File: src/sv/sav_pkg.sv
// Shared types, constants and register codes of the sensor averaging and alarm block.
`default_nettype none
package sav_pkg;

	// Window length; a power of two, so the average is an arithmetic shift.
	localparam int WINDOW_LEN  = 8;
	localparam int WINDOW_LOG2 = $clog2(WINDOW_LEN);
	localparam int POS_W       = WINDOW_LOG2;
	localparam logic [POS_W-1:0] POS_LAST = POS_W'(WINDOW_LEN - 1);

	// Stored sample widths and running sum widths.
	localparam int TEMP_W      = 12;
	localparam int HUM_W       = 11;
	localparam int GAS_W       = 12;
	localparam int LIGHT_W     = 16;
	localparam int TEMP_SUM_W  = TEMP_W + WINDOW_LOG2;
	localparam int HUM_SUM_W   = HUM_W + WINDOW_LOG2;
	localparam int GAS_SUM_W   = GAS_W + WINDOW_LOG2;
	localparam int LIGHT_SUM_W = LIGHT_W + WINDOW_LOG2;

	// Range check of the calibrated reading, tenths of a unit.
	localparam logic signed [11:0] TEMP_VALID_MIN = -12'sd400;
	localparam logic signed [11:0] TEMP_VALID_MAX = 12'sd800;
	localparam logic signed [11:0] HUM_VALID_MIN  = 12'sd0;
	localparam logic signed [11:0] HUM_VALID_MAX  = 12'sd1000;

	// Output clamp of the temperature on the pass-through path.
	localparam logic signed [11:0] TEMP_SAT_MAX = 12'sd1023;
	localparam logic signed [11:0] TEMP_SAT_MIN = -12'sd1024;

	// Configuration port.
	localparam int CFG_INDEX_W = 4;
	localparam int CFG_DATA_W  = 16;
	localparam logic [CFG_INDEX_W-1:0] REG_TEMP_OFFSET     = 4'd0;
	localparam logic [CFG_INDEX_W-1:0] REG_HUM_OFFSET      = 4'd1;
	localparam logic [CFG_INDEX_W-1:0] REG_GAS_LIMIT       = 4'd2;
	localparam logic [CFG_INDEX_W-1:0] REG_TEMP_LOW_LIMIT  = 4'd3;
	localparam logic [CFG_INDEX_W-1:0] REG_TEMP_HIGH_LIMIT = 4'd4;
	localparam logic [CFG_INDEX_W-1:0] REG_HUM_LOW_LIMIT   = 4'd5;
	localparam logic [CFG_INDEX_W-1:0] REG_HUM_HIGH_LIMIT  = 4'd6;
	localparam logic [CFG_INDEX_W-1:0] REG_LIGHT_LIMIT     = 4'd7;

	// Alarm bit positions.
	localparam int ALARM_GAS   = 0;
	localparam int ALARM_FLAME = 1;
	localparam int ALARM_TEMP  = 2;
	localparam int ALARM_HUM   = 3;
	localparam int ALARM_LIGHT = 4;
	localparam int ALARM_W     = 5;

	typedef struct packed {
		logic signed [10:0] temperature;
		logic [9:0]         humidity;
		logic [11:0]        gas_level;
		logic [15:0]        light_level;
		logic               flame;
	} in_t;

	typedef struct packed {
		logic signed [10:0]   avg_temperature;
		logic signed [11:0]   avg_humidity;
		logic [11:0]          avg_gas;
		logic [15:0]          avg_light;
		logic                 reading_valid;
		logic [ALARM_W-1:0]   alarm_level;
		logic [ALARM_W-1:0]   alarm_rise;
	} out_t;

	typedef struct packed {
		logic signed [7:0]  temp_offset;
		logic signed [7:0]  hum_offset;
		logic [11:0]        gas_limit;
		logic signed [10:0] temp_low_limit;
		logic signed [10:0] temp_high_limit;
		logic [9:0]         hum_low_limit;
		logic [9:0]         hum_high_limit;
		logic [15:0]        light_limit;
	} cfg_t;

	// One ring entry: the four averaged channels side by side.
	typedef struct packed {
		logic signed [TEMP_W-1:0] temp;
		logic signed [HUM_W-1:0]  hum;
		logic [GAS_W-1:0]         gas;
		logic [LIGHT_W-1:0]       light;
	} sample_t;

	// Everything an item carries from acceptance into the update stage.
	typedef struct packed {
		logic               valid;
		logic               prime;
		logic               use_first;
		logic               flame;
		logic [POS_W-1:0]   pos;
		logic signed [11:0] hum_raw;
		sample_t            smp;
	} stage_t;

endpackage
`default_nettype wire

File: src/sv/sav_cfg_regs.sv
// Configuration register file of the sensor averaging and alarm block.
`default_nettype none
module sav_cfg_regs (
	input  wire logic                             clk,
	input  wire logic                             arst_n,
	input  wire logic                             cfg_valid,
	output logic                                  cfg_ready,
	input  wire logic [sav_pkg::CFG_INDEX_W-1:0]  cfg_index,
	input  wire logic [sav_pkg::CFG_DATA_W-1:0]   cfg_data,
	output sav_pkg::cfg_t                         cfg
);

	sav_pkg::cfg_t cfg_q;

	assign cfg_ready = 1'b1;
	assign cfg       = cfg_q;

	always_ff @(posedge clk or negedge arst_n) begin
		if (!arst_n) begin
			cfg_q.temp_offset     <= 8'sd0;
			cfg_q.hum_offset      <= 8'sd0;
			cfg_q.gas_limit       <= 12'd1000;
			cfg_q.temp_low_limit  <= -11'sd100;
			cfg_q.temp_high_limit <= 11'sd400;
			cfg_q.hum_low_limit   <= 10'd200;
			cfg_q.hum_high_limit  <= 10'd800;
			cfg_q.light_limit     <= 16'd500;
		end else if (cfg_valid) begin
			unique case (cfg_index)
				sav_pkg::REG_TEMP_OFFSET:     cfg_q.temp_offset     <= cfg_data[7:0];
				sav_pkg::REG_HUM_OFFSET:      cfg_q.hum_offset      <= cfg_data[7:0];
				sav_pkg::REG_GAS_LIMIT:       cfg_q.gas_limit       <= cfg_data[11:0];
				sav_pkg::REG_TEMP_LOW_LIMIT:  cfg_q.temp_low_limit  <= cfg_data[10:0];
				sav_pkg::REG_TEMP_HIGH_LIMIT: cfg_q.temp_high_limit <= cfg_data[10:0];
				sav_pkg::REG_HUM_LOW_LIMIT:   cfg_q.hum_low_limit   <= cfg_data[9:0];
				sav_pkg::REG_HUM_HIGH_LIMIT:  cfg_q.hum_high_limit  <= cfg_data[9:0];
				sav_pkg::REG_LIGHT_LIMIT:     cfg_q.light_limit     <= cfg_data[15:0];
				default: begin
					// Indexes beyond the register list are dropped.
				end
			endcase
		end
	end

endmodule
`default_nettype wire

File: src/sv/sav_ring_mem.sv
// Sample ring memory: one write port, one read port with registered read data.
`default_nettype none
module sav_ring_mem (
	input  wire logic                       clk,
	input  wire logic                       wr_en,
	input  wire logic [sav_pkg::POS_W-1:0]  wr_addr,
	input  wire sav_pkg::sample_t           wr_data,
	input  wire logic                       rd_en,
	input  wire logic [sav_pkg::POS_W-1:0]  rd_addr,
	output sav_pkg::sample_t                rd_data
);

	sav_pkg::sample_t mem [sav_pkg::WINDOW_LEN];
	sav_pkg::sample_t rd_data_q;

	assign rd_data = rd_data_q;

	always_ff @(posedge clk) begin
		if (wr_en) begin
			mem[wr_addr] <= wr_data;
		end
	end

	always_ff @(posedge clk) begin
		if (rd_en) begin
			rd_data_q <= mem[rd_addr];
		end
	end

endmodule
`default_nettype wire

File: src/sv/sav_accum.sv
// Running sums, window averages, alarm evaluation and pass-through of invalid readings in the update stage.
`default_nettype none
module sav_accum (
	input  wire logic               clk,
	input  wire logic               arst_n,
	input  wire sav_pkg::cfg_t      cfg,
	input  wire sav_pkg::stage_t    s1,
	input  wire sav_pkg::sample_t   rd_data,
	input  wire logic               upd,
	output sav_pkg::out_t           result
);

	logic signed [sav_pkg::TEMP_SUM_W-1:0] temp_sum_q, t_base, t_new;
	logic signed [sav_pkg::HUM_SUM_W-1:0]  hum_sum_q, h_base, h_new;
	logic [sav_pkg::GAS_SUM_W-1:0]         gas_sum_q, g_base, g_new;
	logic [sav_pkg::LIGHT_SUM_W-1:0]       light_sum_q, l_base, l_new;
	logic [sav_pkg::ALARM_W-1:0]           alarm_q, level;
	sav_pkg::sample_t                      first_q, old_smp;
	logic signed [sav_pkg::TEMP_W-1:0]     avg_t;
	logic signed [sav_pkg::HUM_W-1:0]      avg_h;
	logic [sav_pkg::GAS_W-1:0]             avg_g;
	logic [sav_pkg::LIGHT_W-1:0]           avg_l;
	logic signed [10:0]                    t_sat;

	// Slots not yet written since the window was primed stand for the first sample.
	always_comb begin
		if (s1.prime) begin
			old_smp = s1.smp;
		end else if (s1.use_first) begin
			old_smp = first_q;
		end else begin
			old_smp = rd_data;
		end
	end

	always_comb begin
		if (s1.prime) begin
			t_base = sav_pkg::TEMP_SUM_W'(s1.smp.temp) <<< sav_pkg::WINDOW_LOG2;
			h_base = sav_pkg::HUM_SUM_W'(s1.smp.hum) <<< sav_pkg::WINDOW_LOG2;
			g_base = sav_pkg::GAS_SUM_W'(s1.smp.gas) << sav_pkg::WINDOW_LOG2;
			l_base = sav_pkg::LIGHT_SUM_W'(s1.smp.light) << sav_pkg::WINDOW_LOG2;
		end else begin
			t_base = temp_sum_q;
			h_base = hum_sum_q;
			g_base = gas_sum_q;
			l_base = light_sum_q;
		end
		t_new = t_base - sav_pkg::TEMP_SUM_W'(old_smp.temp) + sav_pkg::TEMP_SUM_W'(s1.smp.temp);
		h_new = h_base - sav_pkg::HUM_SUM_W'(old_smp.hum) + sav_pkg::HUM_SUM_W'(s1.smp.hum);
		g_new = g_base - sav_pkg::GAS_SUM_W'(old_smp.gas) + sav_pkg::GAS_SUM_W'(s1.smp.gas);
		l_new = l_base - sav_pkg::LIGHT_SUM_W'(old_smp.light)
			+ sav_pkg::LIGHT_SUM_W'(s1.smp.light);
		avg_t = sav_pkg::TEMP_W'(t_new >>> sav_pkg::WINDOW_LOG2);
		avg_h = sav_pkg::HUM_W'(h_new >>> sav_pkg::WINDOW_LOG2);
		avg_g = sav_pkg::GAS_W'(g_new >> sav_pkg::WINDOW_LOG2);
		avg_l = sav_pkg::LIGHT_W'(l_new >> sav_pkg::WINDOW_LOG2);
	end

	always_comb begin
		level = '0;
		level[sav_pkg::ALARM_GAS]   = avg_g > cfg.gas_limit;
		level[sav_pkg::ALARM_FLAME] = s1.flame;
		level[sav_pkg::ALARM_TEMP]  = (avg_t < cfg.temp_low_limit)
			|| (avg_t > cfg.temp_high_limit);
		level[sav_pkg::ALARM_HUM]   = (avg_h < $signed({1'b0, cfg.hum_low_limit}))
			|| (avg_h > $signed({1'b0, cfg.hum_high_limit}));
		level[sav_pkg::ALARM_LIGHT] = avg_l > cfg.light_limit;
	end

	always_comb begin
		if (s1.smp.temp > sav_pkg::TEMP_SAT_MAX) begin
			t_sat = 11'sd1023;
		end else if (s1.smp.temp < sav_pkg::TEMP_SAT_MIN) begin
			t_sat = -11'sd1024;
		end else begin
			t_sat = s1.smp.temp[10:0];
		end
	end

	always_comb begin
		result.reading_valid = s1.valid;
		if (s1.valid) begin
			result.avg_temperature = avg_t[10:0];
			result.avg_humidity    = 12'(avg_h);
			result.avg_gas         = avg_g;
			result.avg_light       = avg_l;
			result.alarm_level     = level;
			result.alarm_rise      = level & ~alarm_q;
		end else begin
			result.avg_temperature = t_sat;
			result.avg_humidity    = s1.hum_raw;
			result.avg_gas         = s1.smp.gas;
			result.avg_light       = s1.smp.light;
			result.alarm_level     = alarm_q;
			result.alarm_rise      = '0;
		end
	end

	always_ff @(posedge clk or negedge arst_n) begin
		if (!arst_n) begin
			temp_sum_q  <= '0;
			hum_sum_q   <= '0;
			gas_sum_q   <= '0;
			light_sum_q <= '0;
			alarm_q     <= '0;
		end else if (upd) begin
			temp_sum_q  <= t_new;
			hum_sum_q   <= h_new;
			gas_sum_q   <= g_new;
			light_sum_q <= l_new;
			alarm_q     <= level;
		end
	end

	always_ff @(posedge clk) begin
		if (upd && s1.prime) begin
			first_q <= s1.smp;
		end
	end

endmodule
`default_nettype wire

File: src/sv/sensor_average_and_alarm.sv
// Top level: moving-average filter over calibrated sensor readings with threshold alarms.
// A reading is registered into the update stage at its transfer, and its result into
// the output register when that is free. Throughput: one reading per cycle while the
// output is taken; ring read at acceptance, read-modify-write of sums in the update stage.
// Reset clears the control state, running sums, alarm state and configuration
// registers; the ring memory is not cleared, since unwritten slots read as the first sample.
`default_nettype none
module sensor_average_and_alarm (
	input  wire logic                             clk,
	input  wire logic                             arst_n,
	input  wire logic                             in_valid,
	output logic                                  in_ready,
	input  wire sav_pkg::in_t                     in_data,
	output logic                                  out_valid,
	input  wire logic                             out_ready,
	output sav_pkg::out_t                         out_data,
	input  wire logic                             cfg_valid,
	output logic                                  cfg_ready,
	input  wire logic [sav_pkg::CFG_INDEX_W-1:0]  cfg_index,
	input  wire logic [sav_pkg::CFG_DATA_W-1:0]   cfg_data
);

	sav_pkg::cfg_t     cfg;
	sav_pkg::stage_t   stage_in, s1_q;
	sav_pkg::sample_t  rd_data;
	sav_pkg::out_t     result, out_q;
	logic                       s1_valid_s1, out_valid_q;
	logic                       advance, accept, upd;
	logic [sav_pkg::POS_W-1:0]  pos_q;
	logic                       primed_q, wrapped_q;
	logic signed [11:0]         t_cal, h_cal;
	logic                       reading_ok;

	sav_cfg_regs u_cfg (
		.clk       (clk),
		.arst_n    (arst_n),
		.cfg_valid (cfg_valid),
		.cfg_ready (cfg_ready),
		.cfg_index (cfg_index),
		.cfg_data  (cfg_data),
		.cfg       (cfg)
	);

	// The output register frees when empty or when its result is being taken.
	// The update stage moves on whenever the output register can take its result,
	// and a new reading is accepted whenever the update stage will be free.
	assign advance  = !out_valid_q || out_ready;
	assign in_ready = !s1_valid_s1 || advance;
	assign accept   = in_valid && in_ready;
	assign upd      = s1_valid_s1 && advance && s1_q.valid;

	// Calibration and range check happen at acceptance, so the ring address and
	// the priming decision are known before the memory read is issued.
	always_comb begin
		t_cal = 12'(in_data.temperature) + 12'(cfg.temp_offset);
		h_cal = $signed({2'b00, in_data.humidity}) + 12'(cfg.hum_offset);
		reading_ok = (t_cal >= sav_pkg::TEMP_VALID_MIN) && (t_cal <= sav_pkg::TEMP_VALID_MAX)
			&& (h_cal >= sav_pkg::HUM_VALID_MIN) && (h_cal <= sav_pkg::HUM_VALID_MAX);

		stage_in.valid     = reading_ok;
		stage_in.prime     = !primed_q;
		stage_in.use_first = !wrapped_q;
		stage_in.flame     = in_data.flame;
		stage_in.pos       = pos_q;
		stage_in.hum_raw   = h_cal;
		stage_in.smp.temp  = t_cal;
		stage_in.smp.hum   = h_cal[10:0];
		stage_in.smp.gas   = in_data.gas_level;
		stage_in.smp.light = in_data.light_level;
	end

	// Ring position, priming and first-pass tracking advance with each valid
	// reading at its transfer. The first valid reading primes the window at slot
	// zero; until the position wraps once, the slot about to be replaced has never
	// been written and stands for the priming sample.
	always_ff @(posedge clk or negedge arst_n) begin
		if (!arst_n) begin
			pos_q     <= '0;
			primed_q  <= 1'b0;
			wrapped_q <= 1'b0;
		end else if (accept && reading_ok) begin
			pos_q    <= pos_q + 1'b1;
			primed_q <= 1'b1;
			if (pos_q == sav_pkg::POS_LAST) begin
				wrapped_q <= 1'b1;
			end
		end
	end

	// Consecutive valid readings use different slots, so the slot written by the
	// update stage is never the one being read at the same edge.
	sav_ring_mem u_ring (
		.clk     (clk),
		.wr_en   (upd),
		.wr_addr (s1_q.pos),
		.wr_data (s1_q.smp),
		.rd_en   (accept),
		.rd_addr (pos_q),
		.rd_data (rd_data)
	);

	// Update stage: the sums are read, corrected by the replaced sample and the
	// new one, and written back in the same cycle, so the next reading in the
	// stage always sees the sums left by the one before.
	sav_accum u_accum (
		.clk     (clk),
		.arst_n  (arst_n),
		.cfg     (cfg),
		.s1      (s1_q),
		.rd_data (rd_data),
		.upd     (upd),
		.result  (result)
	);

	always_ff @(posedge clk or negedge arst_n) begin
		if (!arst_n) begin
			s1_valid_s1 <= 1'b0;
			out_valid_q <= 1'b0;
		end else begin
			if (in_ready) begin
				s1_valid_s1 <= in_valid;
			end
			if (advance) begin
				out_valid_q <= s1_valid_s1;
			end
		end
	end

	always_ff @(posedge clk) begin
		if (accept) begin
			s1_q <= stage_in;
		end
		if (advance && s1_valid_s1) begin
			out_q <= result;
		end
	end

	assign out_valid = out_valid_q;
	assign out_data  = out_q;

endmodule
`default_nettype wire
File: config.mk
export PLATFORM = sky130hd
export DESIGN_NAME = sensor_average_and_alarm
export DESIGN_NICKNAME = d
export VERILOG_FILES = /design/src/sv/sav_pkg.sv /design/src/sv/sav_cfg_regs.sv /design/src/sv/sav_ring_mem.sv /design/src/sv/sav_accum.sv /design/src/sv/sensor_average_and_alarm.sv
export SDC_FILE = /design/constraint.sdc
export NUM_CORES = 1
export LEC_CHECK = 0
export BUFFER_PORTS_ARGS = -buffer_cell sky130_fd_sc_hd__buf_4
export CAP_MARGIN = 30
export CORE_MARGIN = 3
export CORE_UTILIZATION = 60
export DETAILED_ROUTE_END_ITERATION = 10
export HOLD_SLACK_MARGIN = 0.06
export PLACE_DENSITY_LB_ADDON = 0.1
export SYNTH_ARGS = -nofsm -noshare
export SYNTH_HDL_FRONTEND = slang
export SYNTH_SLANG_ARGS = --single-unit
File: constraint.sdc
create_clock -name clk -period 11.4 [get_ports clk]
set_input_delay 0.57 -clock clk [delete_from_list [all_inputs] [get_ports clk]]
set_output_delay 0.57 -clock clk [all_outputs]
set_load 0.01 [all_outputs]
; Yosys cells after proc, flatten, opt, wreduce, memory -nomap -nowiden
; Memory sizes are Yosys's and may differ from the RTL's. A register that Yosys moved wholly into a read port is not among the register bits.
; Index checks and enable logic that the tools add are counted.
[totals]
elab_cells = 111
inputBits = 75
memories = 1
ramBits = 408
register_bits = 344
[memory_table]
columns = name, words, width, rd, rd_ports_with_merged_regs, wr, line
row1 = u_ring.mem, 8, 51, 1, 1, 1, sav_ring_mem.sv:13  ; sav_pkg::sample_t mem [sav_pkg::WINDOW_LEN];
[op_classes]
bitwise = 2
order_cmp = 12
add_sub_neg = 11
reduce_logical = 26
n_mux = 12
n_eq_ne = 8
[ops]
columns = op, count
row1 = 51-bit 2-to-1 mux, 3
row2 = 15-bit by 12-bit adder with 15-bit output, 2
row3 = 15-bit 2-to-1 mux, 2
row4 = 15-bit by 12-bit subtractor with 15-bit output, 2
row5 = 11-bit by 8-bit adder with 12-bit output, 2
row6 = "12-bit by 11-bit less-or-equal comparator with 1-bit output, second input constant", 2
row7 = 11-bit 2-to-1 mux, 2
row8 = 19-bit by 16-bit adder with 19-bit output, 1
row9 = 19-bit 2-to-1 mux, 1
row10 = 19-bit by 16-bit subtractor with 19-bit output, 1
row11 = 2-bit AND reduction, 9
row12 = "4-bit by 3-bit == test with 1-bit output, second input constant", 4
row13 = 16-bit > comparator, 1
row14 = 14-bit by 11-bit adder with 14-bit output, 1
row15 = 14-bit 2-to-1 mux, 1
row16 = 14-bit by 11-bit subtractor with 14-bit output, 1
row17 = "12-bit by 1-bit >= comparator with 1-bit output, second input constant", 1
row18 = "12-bit by 10-bit >= comparator with 1-bit output, second input constant", 1
row19 = 12-bit by 11-bit > comparator with 1-bit output, 1
row20 = "12-bit by 11-bit > comparator with 1-bit output, second input constant", 1
row21 = 12-bit > comparator, 1
row22 = 12-bit by 11-bit less-than comparator with 1-bit output, 1
row23 = "12-bit by 11-bit less-than comparator with 1-bit output, second input constant", 1
row24 = 11-bit > comparator, 1
row25 = other kinds (13), 28

; Longest topological paths before layout
; Gate-level depths: netlist (run 1).
[logic_depth]
ltp_word = 8
mapped_depth = 27
depth_no_buf = 23

; By module
; From an unflattened synthesis (run 1), not the netlist that was laid out.
[hier_totals]
hier_cells = 2564
hier_area_um2 = 38091.5
[by_module_without_submodules]
columns = mod, area_per_inst_um2, cells_each, n_inst
row1 = sav_ring_mem, 16889.9, 653, 1
row2 = sav_accum, 12846.1, 1430, 1
row3 = sensor_average_and_alarm, 5073.6, 289, 1
row4 = sav_cfg_regs, 3281.9, 192, 1

; Worst setup path before layout (run 1)
; OpenSTA, ideal clock, no wires.
[synth_path]
kind = in2reg
start = in out_ready
end = mem u_ring.mem[0][0] (netlist bit), enable pin
slack_ps = 3069
setup_ps = 586
path_stages = 5
t_arrival_ps = 7745
cell_sequence = nand2b_1 > and2_1 > nand2_1 > clkbuf_1 > nor4_1
[synth_via]
elab_chain_cells = 5
[synth_rtl]
columns = element, line
row1 = "start, declared", sensor_average_and_alarm.sv:15  ; input wire logic out_ready,
row2 = 1-bit logical OR, sensor_average_and_alarm.sv:47  ; assign advance = !out_valid_q || out_ready;
row3 = 1-bit logical AND (2 in series), sensor_average_and_alarm.sv:50  ; assign upd = s1_valid_s1 && advance && s1_q.valid;
row4 = 1-bit 2-to-1 mux, sav_ring_mem.sv:19  ; if (wr_en) begin
row5 = 1-bit 2-to-1 mux (not written as such), sav_ring_mem.sv:20  ; mem[wr_addr] <= wr_data;
row6 = "end, declared", sav_ring_mem.sv:13
; No other way between the ends.

; Worst setup path after layout (run 1)
[layout_path]
start = reg s1_q[67] (netlist bit)
end = reg out_q, in the netlist out_data[4] (data pin)
[layout_via]
elab_chain_cells = 6
[layout_rtl]
columns = element, line
row1 = "start, declared", sensor_average_and_alarm.sv:24  ; sav_pkg::stage_t stage_in, s1_q;
row2 = "start signal, assigned", sensor_average_and_alarm.sv:131  ; s1_q <= stage_in;
row3 = 51-bit 2-to-1 mux, sav_accum.sv:29  ; end else if (s1.use_first) begin
row4 = 51-bit 2-to-1 mux, sav_accum.sv:27  ; if (s1.prime) begin
row5 = 19-bit by 16-bit subtractor with 19-bit output, sav_accum.sv:51  ; l_new = l_base - sav_pkg::LIGHT_SUM_W'(old_smp.light)
row6 = 19-bit by 16-bit adder with 19-bit output, sav_accum.sv:52  ; + sav_pkg::LIGHT_SUM_W'(s1.smp.light);
row7 = "via u_accum.l_new, one bit", sav_accum.sv:16  ; logic [sav_pkg::LIGHT_SUM_W-1:0] light_sum_q, l_base, l_new;
row8 = 16-bit > comparator, sav_accum.sv:67  ; level[sav_pkg::ALARM_LIGHT] = avg_l > cfg.light_limit;
row9 = 5-bit bitwise AND, sav_accum.sv:88  ; result.alarm_rise = level & ~alarm_q;
row10 = "end signal, assigned", sensor_average_and_alarm.sv:134  ; out_q <= result;
row11 = "end, declared", sensor_average_and_alarm.sv:26  ; sav_pkg::out_t result, out_q;
; The timed path passes the listed nets, and every way through them passes these cells.
; A chain may end at the register's enable or synchronous reset.

==> metrics.md, run 1 <==
| Metric | Value |
|---|---|
| Grt ovf | 0 |
| Core area | approximately 0.062 sq mm |
| Max-cap violations | 0 |
| Fin crit share | between 50% and 60% |
| Die X | approximately 260 microns |
| Vias in the first global route | roughly 23000 |
| Initial antenna violation count | 1 |
| Clk pin slew, worst setup/hold paths | ~60 ps |
| Clk_lat worst skew | 630 ps |
| Share of cells above drive strength 1 | around a fifth |
| TritonCTS Buffers | 81 |
| Sequential area share after synthesis | 61.35% |
| Post-synthesis async set-or-reset flop share | slightly above 20% |
| Final Hold Vio Count | 0 |
| Slew @ Worst Pin | approximately 1000 ps |
| Design Area, Final | ~0.043 sq mm |
| Hpwl dp | between 50000 and 60000 microns |
| DRC viols | 0 |
| Max Transition Viols Final | 0 |
| Hold Path Cell Cnt | 1 |
| Min Tclk post-route | about 6700 ps |
| Leak Pwr | about 17 nW |
| CP Data Required Time | roughly 12000 ps |
| Clock Skew | 15.78 ps |
| Via count | between 20000 and 25000 |
| # IOs | 140 |
| Post-CTS resize count | 0 |
| Status | finished clean |
| Power density over the cells | between 200 and 300 mW/mm^2 |
| Worst r2r dst | out_data[4] |
| TritonRoute pass-1 iters | 5 |
| Area delta synth->final | 13.65% |
| Most frequent cells in the layout | edfxtp_1 (631), inv_1 (266), nand2_1 (255) |
| Mapped Cells | about 2600 |
| Synth cell types | 85 |
| Routed len/inst | about 23 microns |
| Finish-stage setup viols | 0 |
| Critical path type | flop to flop |
| Clock Sinks | around 800 |
| Synth Warn # | 0 |
| FF-to-FF setup slack | approximately 4700 ps |
| GRT Total Usage | roughly 27% |
| Setup TNS | 0 ps |
| Synth Net Count | about 3000 |
| Crit path DAT | 7050 ps |
| Gpl congestion | around 0.89 |
| Starting DRT DRC Count | between 1500 and 2000 |
| Drt total wl | 86950 microns |
| Largest net degree at the start of global routing | 72 |
| CTS tree | yes |
| Synth Register Bits | approximately 790 |
| Critical path endpoint category | flop |
| Ys flop type | edfxtp_1 |
| RR Startpoint | s1_q[67] |
| IO buf count | ~140 |
| Site row count | 91 |
| Fmax | roughly 150 MHz |
| Slew headroom | roughly a third |
| Antenna diodes | 0 |
| DR vias/cell | between 5 and 6 |
| Most common cell after layout, fill and taps aside | edfxtp_1 |
| Min-delay src | in_data[9] |
| Min-Delay Endpoint | s1_q[8] |
| # nets final | between 3000 and 4000 |
| Number of synthesized flops with an enable pin | around 630 |
| Crit-path max FO | 35 |
| CTS Buffer Depth | 3 |
| RSZ-0062 raised after global routing | no |
| Die Height | between 200 and 300 microns |
| Syn avg cell area | ~14 sq um |
| First-pass GRT wire length | around 130000 microns |
| Hold/Removal Path Class | input pin to flop |
| # H-tree levels | 3 |
| Placed cell areas | 0.03961 sq mm |
| R2R cell count | 21 |
| Post-Syn Area | roughly 0.038 sq mm |
| Root buf cell | clkbuf_16 |
| Worst vdd ir | 174.9 uV |
| Startpoint class of the critical path | flop |
| Initial Utilization | about three fifths |
| Area of the die | 0.06555 sq mm |
| Antenna Nets Post-Route | 0 |
==> sequential cells by signal, indices dropped and copies added (netlist names) <==
| register | flops |
|---|---|
| u_accum.alarm_q | 5 |
| s1_valid_s1 | 1 |
| u_accum.gas_sum_q | 15 |
| primed_q | 1 |
| u_ring.mem | 408 |
| u_ring.rd_data | 51 |
| u_cfg.cfg | 86 |
| wrapped_q | 1 |
| u_accum.first_q | 51 |
| u_accum.temp_sum_q | 15 |
| out_data | 62 |
| s1_q | 59 |
| u_accum.light_sum_q | 19 |
| out_valid | 1 |
| u_accum.hum_sum_q | 14 |
| pos_q | 3 |
==> worst max-delay path by stage <==
stage,startpoint,to,slack [ps],cells after the start
after global routing,s1_q[67],out_data[4],4180,21
after floorplan,out_ready,u_ring.mem[0][0],3070,5
final,s1_q[67],out_data[4],4720,21
after detailed placement,s1_q[67],out_data[5],4740,19
after global placement,s1_q[67],out_data[5],4830,19
after CTS,s1_q[67],out_data[4],4680,21
==> report_power, final <==
group          internal (W)  switching (W)
clock network       0.00176        0.00112
logic               0.00225        0.00294
registers           0.00374       0.000364
total               0.00776        0.00443
==> cell families after synthesis <==
family,after synthesis,synth area share (%)
AND/OR/NAND/NOR,486,5.984
XOR/XNOR,67,1.564
multiplexers,329,12.64
flip-flops,792,61.35
adder cells (fa/ha/maj),218,8.399
buffers and inverters,359,3.646
other,1,0.009997
AO/OA/AOI/OAI,397,6.408
==> synth_stat cells (all sizes together) (4+ instances only) <==
cell type	count	area share, %
ha	159	5.3
nor3b	10	0.20
o21a	24	0.48
and3	11	0.20
nand3	22	0.31
or3	8	0.13
a21boi	4	0.080
nand4	11	0.18
dfrtp	133	8.9
mux4	102	6.1
xnor2	47	1.1
a31oi	5	0.083
o211ai	13	0.27
o21ai	189	2.6
edfxtp	631	51
clkbuf	61	0.61
nor3	27	0.36
o2111ai	5	0.12
mux2	131	4.0
nand2	256	2.6
inv	267	2.7
xor2	20	0.47
o21bai	6	0.12
nand3b	6	0.12
a211oi	7	0.14
and2	8	0.13
o31ai	8	0.17
buf	31	0.36
dfstp	28	2.0
a21o	25	0.50
nor2	65	0.65
o211a	4	0.11
mux2i	96	2.6
fa	57	3.0
a21oi	77	1.0
nor2b	17	0.30
nand2b	28	0.47
or2	5	0.083
==> repair_timing <==
item / 4_1_cts / 5_1_grt
hold buffers: 1 / 0
setup endpoints to repair: 0 / 0
buffers inserted: 0 / 0
hold endpoints to repair: 47 / 0
==> routing by layer <==
layer,wire [microns],up-vias,track usage [%],part of all wire (%)
met5,7,-,0,0.0081
met4,1941,2,7.475,2.2
met3,6600,105,5.976,7.6
met2,39480,689,41.39,45
met1,38930,11150,40.08,45
li1,-,10040,-,-
==> per-stage QoR <==
step | power, W | util [%] | hold WS (ps) | std cells | setup WS, ps
floorplan | 0.007741 | - | 274.4 | 2649 | 3069
global placement | 0.009094 | 63.96 | 426.6 | 3563 | 4834
detailed placement | 0.009253 | 64.06 | 446.0 | 3566 | 4739
CTS | 0.01220 | 68.82 | 80.61 | 3716 | 4685
global route | 0.01302 | 68.95 | 96.06 | 3719 | 4181
finish | 0.01219 | 68.95 | 118.0 | 3719 | 4715
==> cell type report <==
cell class              instances  area (sq um)
multi-input cells            1498         13200
repair buffers                176          1428
well taps                     837          1047
inverters                     267          1002
flip-flops and latches        792         23020
fillers                      4217         19200
clock buffers                 111          2335
clock inverters                38         594.3
==> worst max-delay path: stages, from the launching register on <==
cell      delay, ps
edfxtp_1       1000
buf_4           720
mux2i_1         270
o21ai_0         120
fa_1            550
inv_1            70
ha_1            300
a21o_1          180
a21oi_1         290
o21ai_0         160
a41oi_1         340
o21ai_1         160
a311oi_1        330
xnor2_1         170
ha_1            320
nand2_1          70
nor3_1          370
and4_1          250
nand4_1         160
and3_1          240
a32oi_1         200
a21oi_1         110
Note: power is estimated with default switching activity, not from simulation.
==> run 2, diff against run 1 <==
--- a/config.mk
+++ b/config.mk
@@ -5,6 +5,7 @@
 export SDC_FILE = /design/constraint.sdc
 export NUM_CORES = 1
 export LEC_CHECK = 0
+export ABC_AREA = 1
 export BUFFER_PORTS_ARGS = -buffer_cell sky130_fd_sc_hd__buf_4
 export CAP_MARGIN = 30
 export CORE_MARGIN = 3
==> constraint.sdc (replaced) <==
create_clock -name clk -period 6.6 [get_ports clk]
set_input_delay 0.33 -clock clk [delete_from_list [all_inputs] [get_ports clk]]
set_output_delay 0.33 -clock clk [all_outputs]
set_load 0.01 [all_outputs]
==> run 2 against run 1 <==
Net effect: maximum frequency grew 26%; global-route usage grew 3.4 points; cell area grew 1.2%; non-clock buffer count grew 41; count of clock-buffer cells in the layout shrank 8; worst setup slack lost 3400 ps; critical path type unchanged; largest cell class unchanged; largest power group unchanged.
==> metrics.md, run 2 <==
| Metric | Value |
|---|---|
| Finish-stage setup viols | 0 |
| Hpwl dp | 66500 microns |
| Max-cap violations | 0 |
| Slew @ Worst Pin | ~1000 ps |
| Crit-path max FO | 38 |
| Gpl congestion | about 0.89 |
| Area share of the largest cell type after synthesis | about half |
| Area of the die | ~0.067 sq mm |
| Syn avg cell area | around 10 sq um |
| Area delta synth->final | 13.30% |
| Worst path cell trace | inv_2 -> buf_4 -> o21ai_0 -> o21ai_0 -> fa_1 -> inv_1 -> ha_1 -> a21oi_1 -> o21ai_0 -> a21oi_1 -> nand3_1 -> xor2_1 -> ha_1 -> nand2_1 -> nor2_1 -> a211oi_1 -> o211ai_1 -> nand3_1 -> nand2_1 |
| Clock Skew | around 19 ps |
| Core area | 0.06228 sq mm |
| Setup WS post-layout | roughly 1300 ps |
| CP Data Required Time | around 7000 ps |
| Worst vdd ir | 640.1 uV |
| Clk pin slew, worst setup/hold paths | about 60 ps |
| Min-Delay Endpoint | s1_q[51] |
| Share of cells above drive strength 1 | between 10% and 20% |
| Post-CTS resize count | 0 |
| IO buf count | about 140 |
| Initial Utilization | between 60% and 70% |
| Sequential area share after synthesis | 60.44% |
| TritonRoute pass-1 iters | 5 |
| DRC viols | 0 |
| Number of synthesized flops with an enable pin | 631 |
| Initial antenna violation count | 1 |
| Design Power | between 0.02 and 0.025 W |
| Fin crit share | approximately 80% |
| Starting DRT DRC Count | ~2500 |
| Status | finished clean |
| Die X | around 260 microns |
| Slew headroom | roughly 33% |
| R2R cell count | 19 |
| DR vias/cell | slightly below 6 |
| Synth cell types | 59 |
| Largest net degree at the start of global routing | 98 |
| Worst r2r dst | out_data[9] |
| RR Startpoint | s1_q[68] |
| GRT Total Usage | between 30 and 40% |
| Crit path DAT | about 5700 ps |
| TritonCTS Buffers | just over 80 |
| First-pass GRT wire length | ~160000 microns |
| Max Transition Viols Final | 0 |
| Hold Path Cell Cnt | 2 |
| Most frequent cells in the layout | edfxtp_1 (631), nand2_1 (549), nor2_1 (496) |
| Hold/Removal Path Class | input pin to flop |
| Slowest-stage cell, CP | fa_1 |
| Leak Pwr | 17.63 nW |
| Post-Syn Area | 0.03807 sq mm |
| # H-tree levels | 3 |
| Placed instance count | approximately 4500 |
| CTS Buffer Depth | 3 |
| Post-synthesis async set-or-reset flop share | a little over 20% |
| Most common cell after layout, fill and taps aside | edfxtp_1 |
| # IOs | 140 |
| Synth Register Bits | 792 |
| Startpoint class of the critical path | flop |
| Fmax | 188.9 MHz |
| Max reg flops | slightly above 400 |
| Via count | between 20000 and 30000 |
| Ys flop type | edfxtp_1 |
| Layout Cells excl Fill | approximately 4700 |
| Cell taking the most area after synthesis | edfxtp_1 |
| FF-to-FF setup slack | ~1300 ps |
| Critical path endpoint category | flop |
| Grt ovf | 0 |
| Clock Sinks | just under 800 |
| Mapped Cells | between 3000 and 4000 |
| Clk_lat worst skew | around 640 ps |
| Cell mode on critical path | o21ai_0 |
| Largest Register | u_ring.mem |
| Delay-heaviest family, CP | compound AO/OA/AOI/OAI gates |
| CTS tree | yes |
| Post-synth top cells | edfxtp_1 (631), nand2_1 (549), nor2_1 (506), o21ai_0 (450), inv_1 (381) |
| Setup TNS | 0 ps |
| Power density over the cells | 503.7 mW/mm^2 |
| Final Hold Vio Count | 0 |
| Antenna diodes | 0 |
| Routed len/inst | between 20 and 25 microns |
| Placement Setup Slack | ~1400 ps |
| Vias in the first global route | about 27000 |
| Critical path buffer and inverter count | 3 |
| Min-delay src | in_data[29] |
| RSZ-0062 raised after global routing | no |
| Synth top area cells | edfxtp_1 (50%), dfrtp_1 (8.7%), o21ai_0 (5.9%) |
| Site row count | 91 |
| Drt total wl | between 100000 and 150000 microns |
| Slowest stage delay, CP | 480 ps |
| Min Tclk post-route | 5295 ps |
| Critical path type | flop to flop |
| # nets final | ~4100 |
| Synth Net Count | 3920 |
| Die Height | between 200 and 300 microns |
| Root buf cell | clkbuf_16 |
| Most numerous cell in the Yosys netlist | edfxtp_1 |
| Antenna Nets Post-Route | 0 |
| Synth Warn # | 0 |
[run 2: cell types whose count changed after synthesis, moves of 30 or more]
cell	delta
mux2_2	-129
a31oi_1	+51
a21oi_1	+55
mux2i_1	-90
nand2_1	+293
nor2_1	+441
o21ai_0	+263
mux4_2	-102
clkbuf_1	+66
nand3_1	+56
xnor2_1	-30
inv_1	+115
o22ai_1	+77
[run 2: routing by layer]
layer  share of wire (%)  track usage [%]
met1                  39            38.92
met2                  50            53.46
met3                 5.8            3.629
met4                 4.4            12.73
met5                   0                0
[run 2: cell families after synthesis]
family / after synthesis / share of synthesized area [%]
AOI/OAI and AO/OA: 792 / 11.36
xor gates and xnor gates: 51 / 1.252
adders and majority gates: 216 / 8.223
buffers and inverters: 545 / 5.469
DFF: 792 / 60.44
muxes: 6 / 0.1578
other: 1 / 0.009850
and+or+nand+nor: 1226 / 13.08
[run 2: timing repair]
item	in CTS	in global routing
hold buffers	38	0
hold endpoints to repair	82	0
setup buffers	0	0
[run 2: final cells by class]
cell class / count / area (sq um)
Clock buffer: 103 / 2183
Clock inverter: 51 / 539.3
Fill cell: 4684 / 19140
Inverter: 394 / 1484
Multi-Input combinational cell: 2292 / 13050
Sequential cell: 792 / 23020
Tap cell: 837 / 1047
Timing Repair Buffer: 217 / 1813
[run 2: report_power, final]
part | leakage [nW] | switching [W] | internal, W
combinational | 8.56 | 0.00649 | 0.00350
sequential | 7.74 | 0.000561 | 0.00652
clock | 1.33 | 0.00197 | 0.00269
[run 2: worst max-delay path by stage]
stage,from,end,cells after the start
3_5_place_dp,s1_q[68],out_data[9],22
5_1_grt,s1_q[68],out_data[9],23
4_1_cts,s1_q[68],out_data[9],22
6_report,s1_q[68],out_data[9],19
3_3_place_gp,s1_q[68],out_data[9],22
2_1_floorplan,s1_q[68],out_data[9],25
[run 2: stage by stage]
step	hold WS, ps	instance area, sq um	utilization [%]
2_1_floorplan	34.41	38070	-
3_3_place_gp	350.0	39930	64.11
3_5_place_dp	354.2	39990	64.20
4_1_cts	70.10	43090	69.18
5_1_grt	90.05	43140	69.26
6_report	114.3	43140	69.26
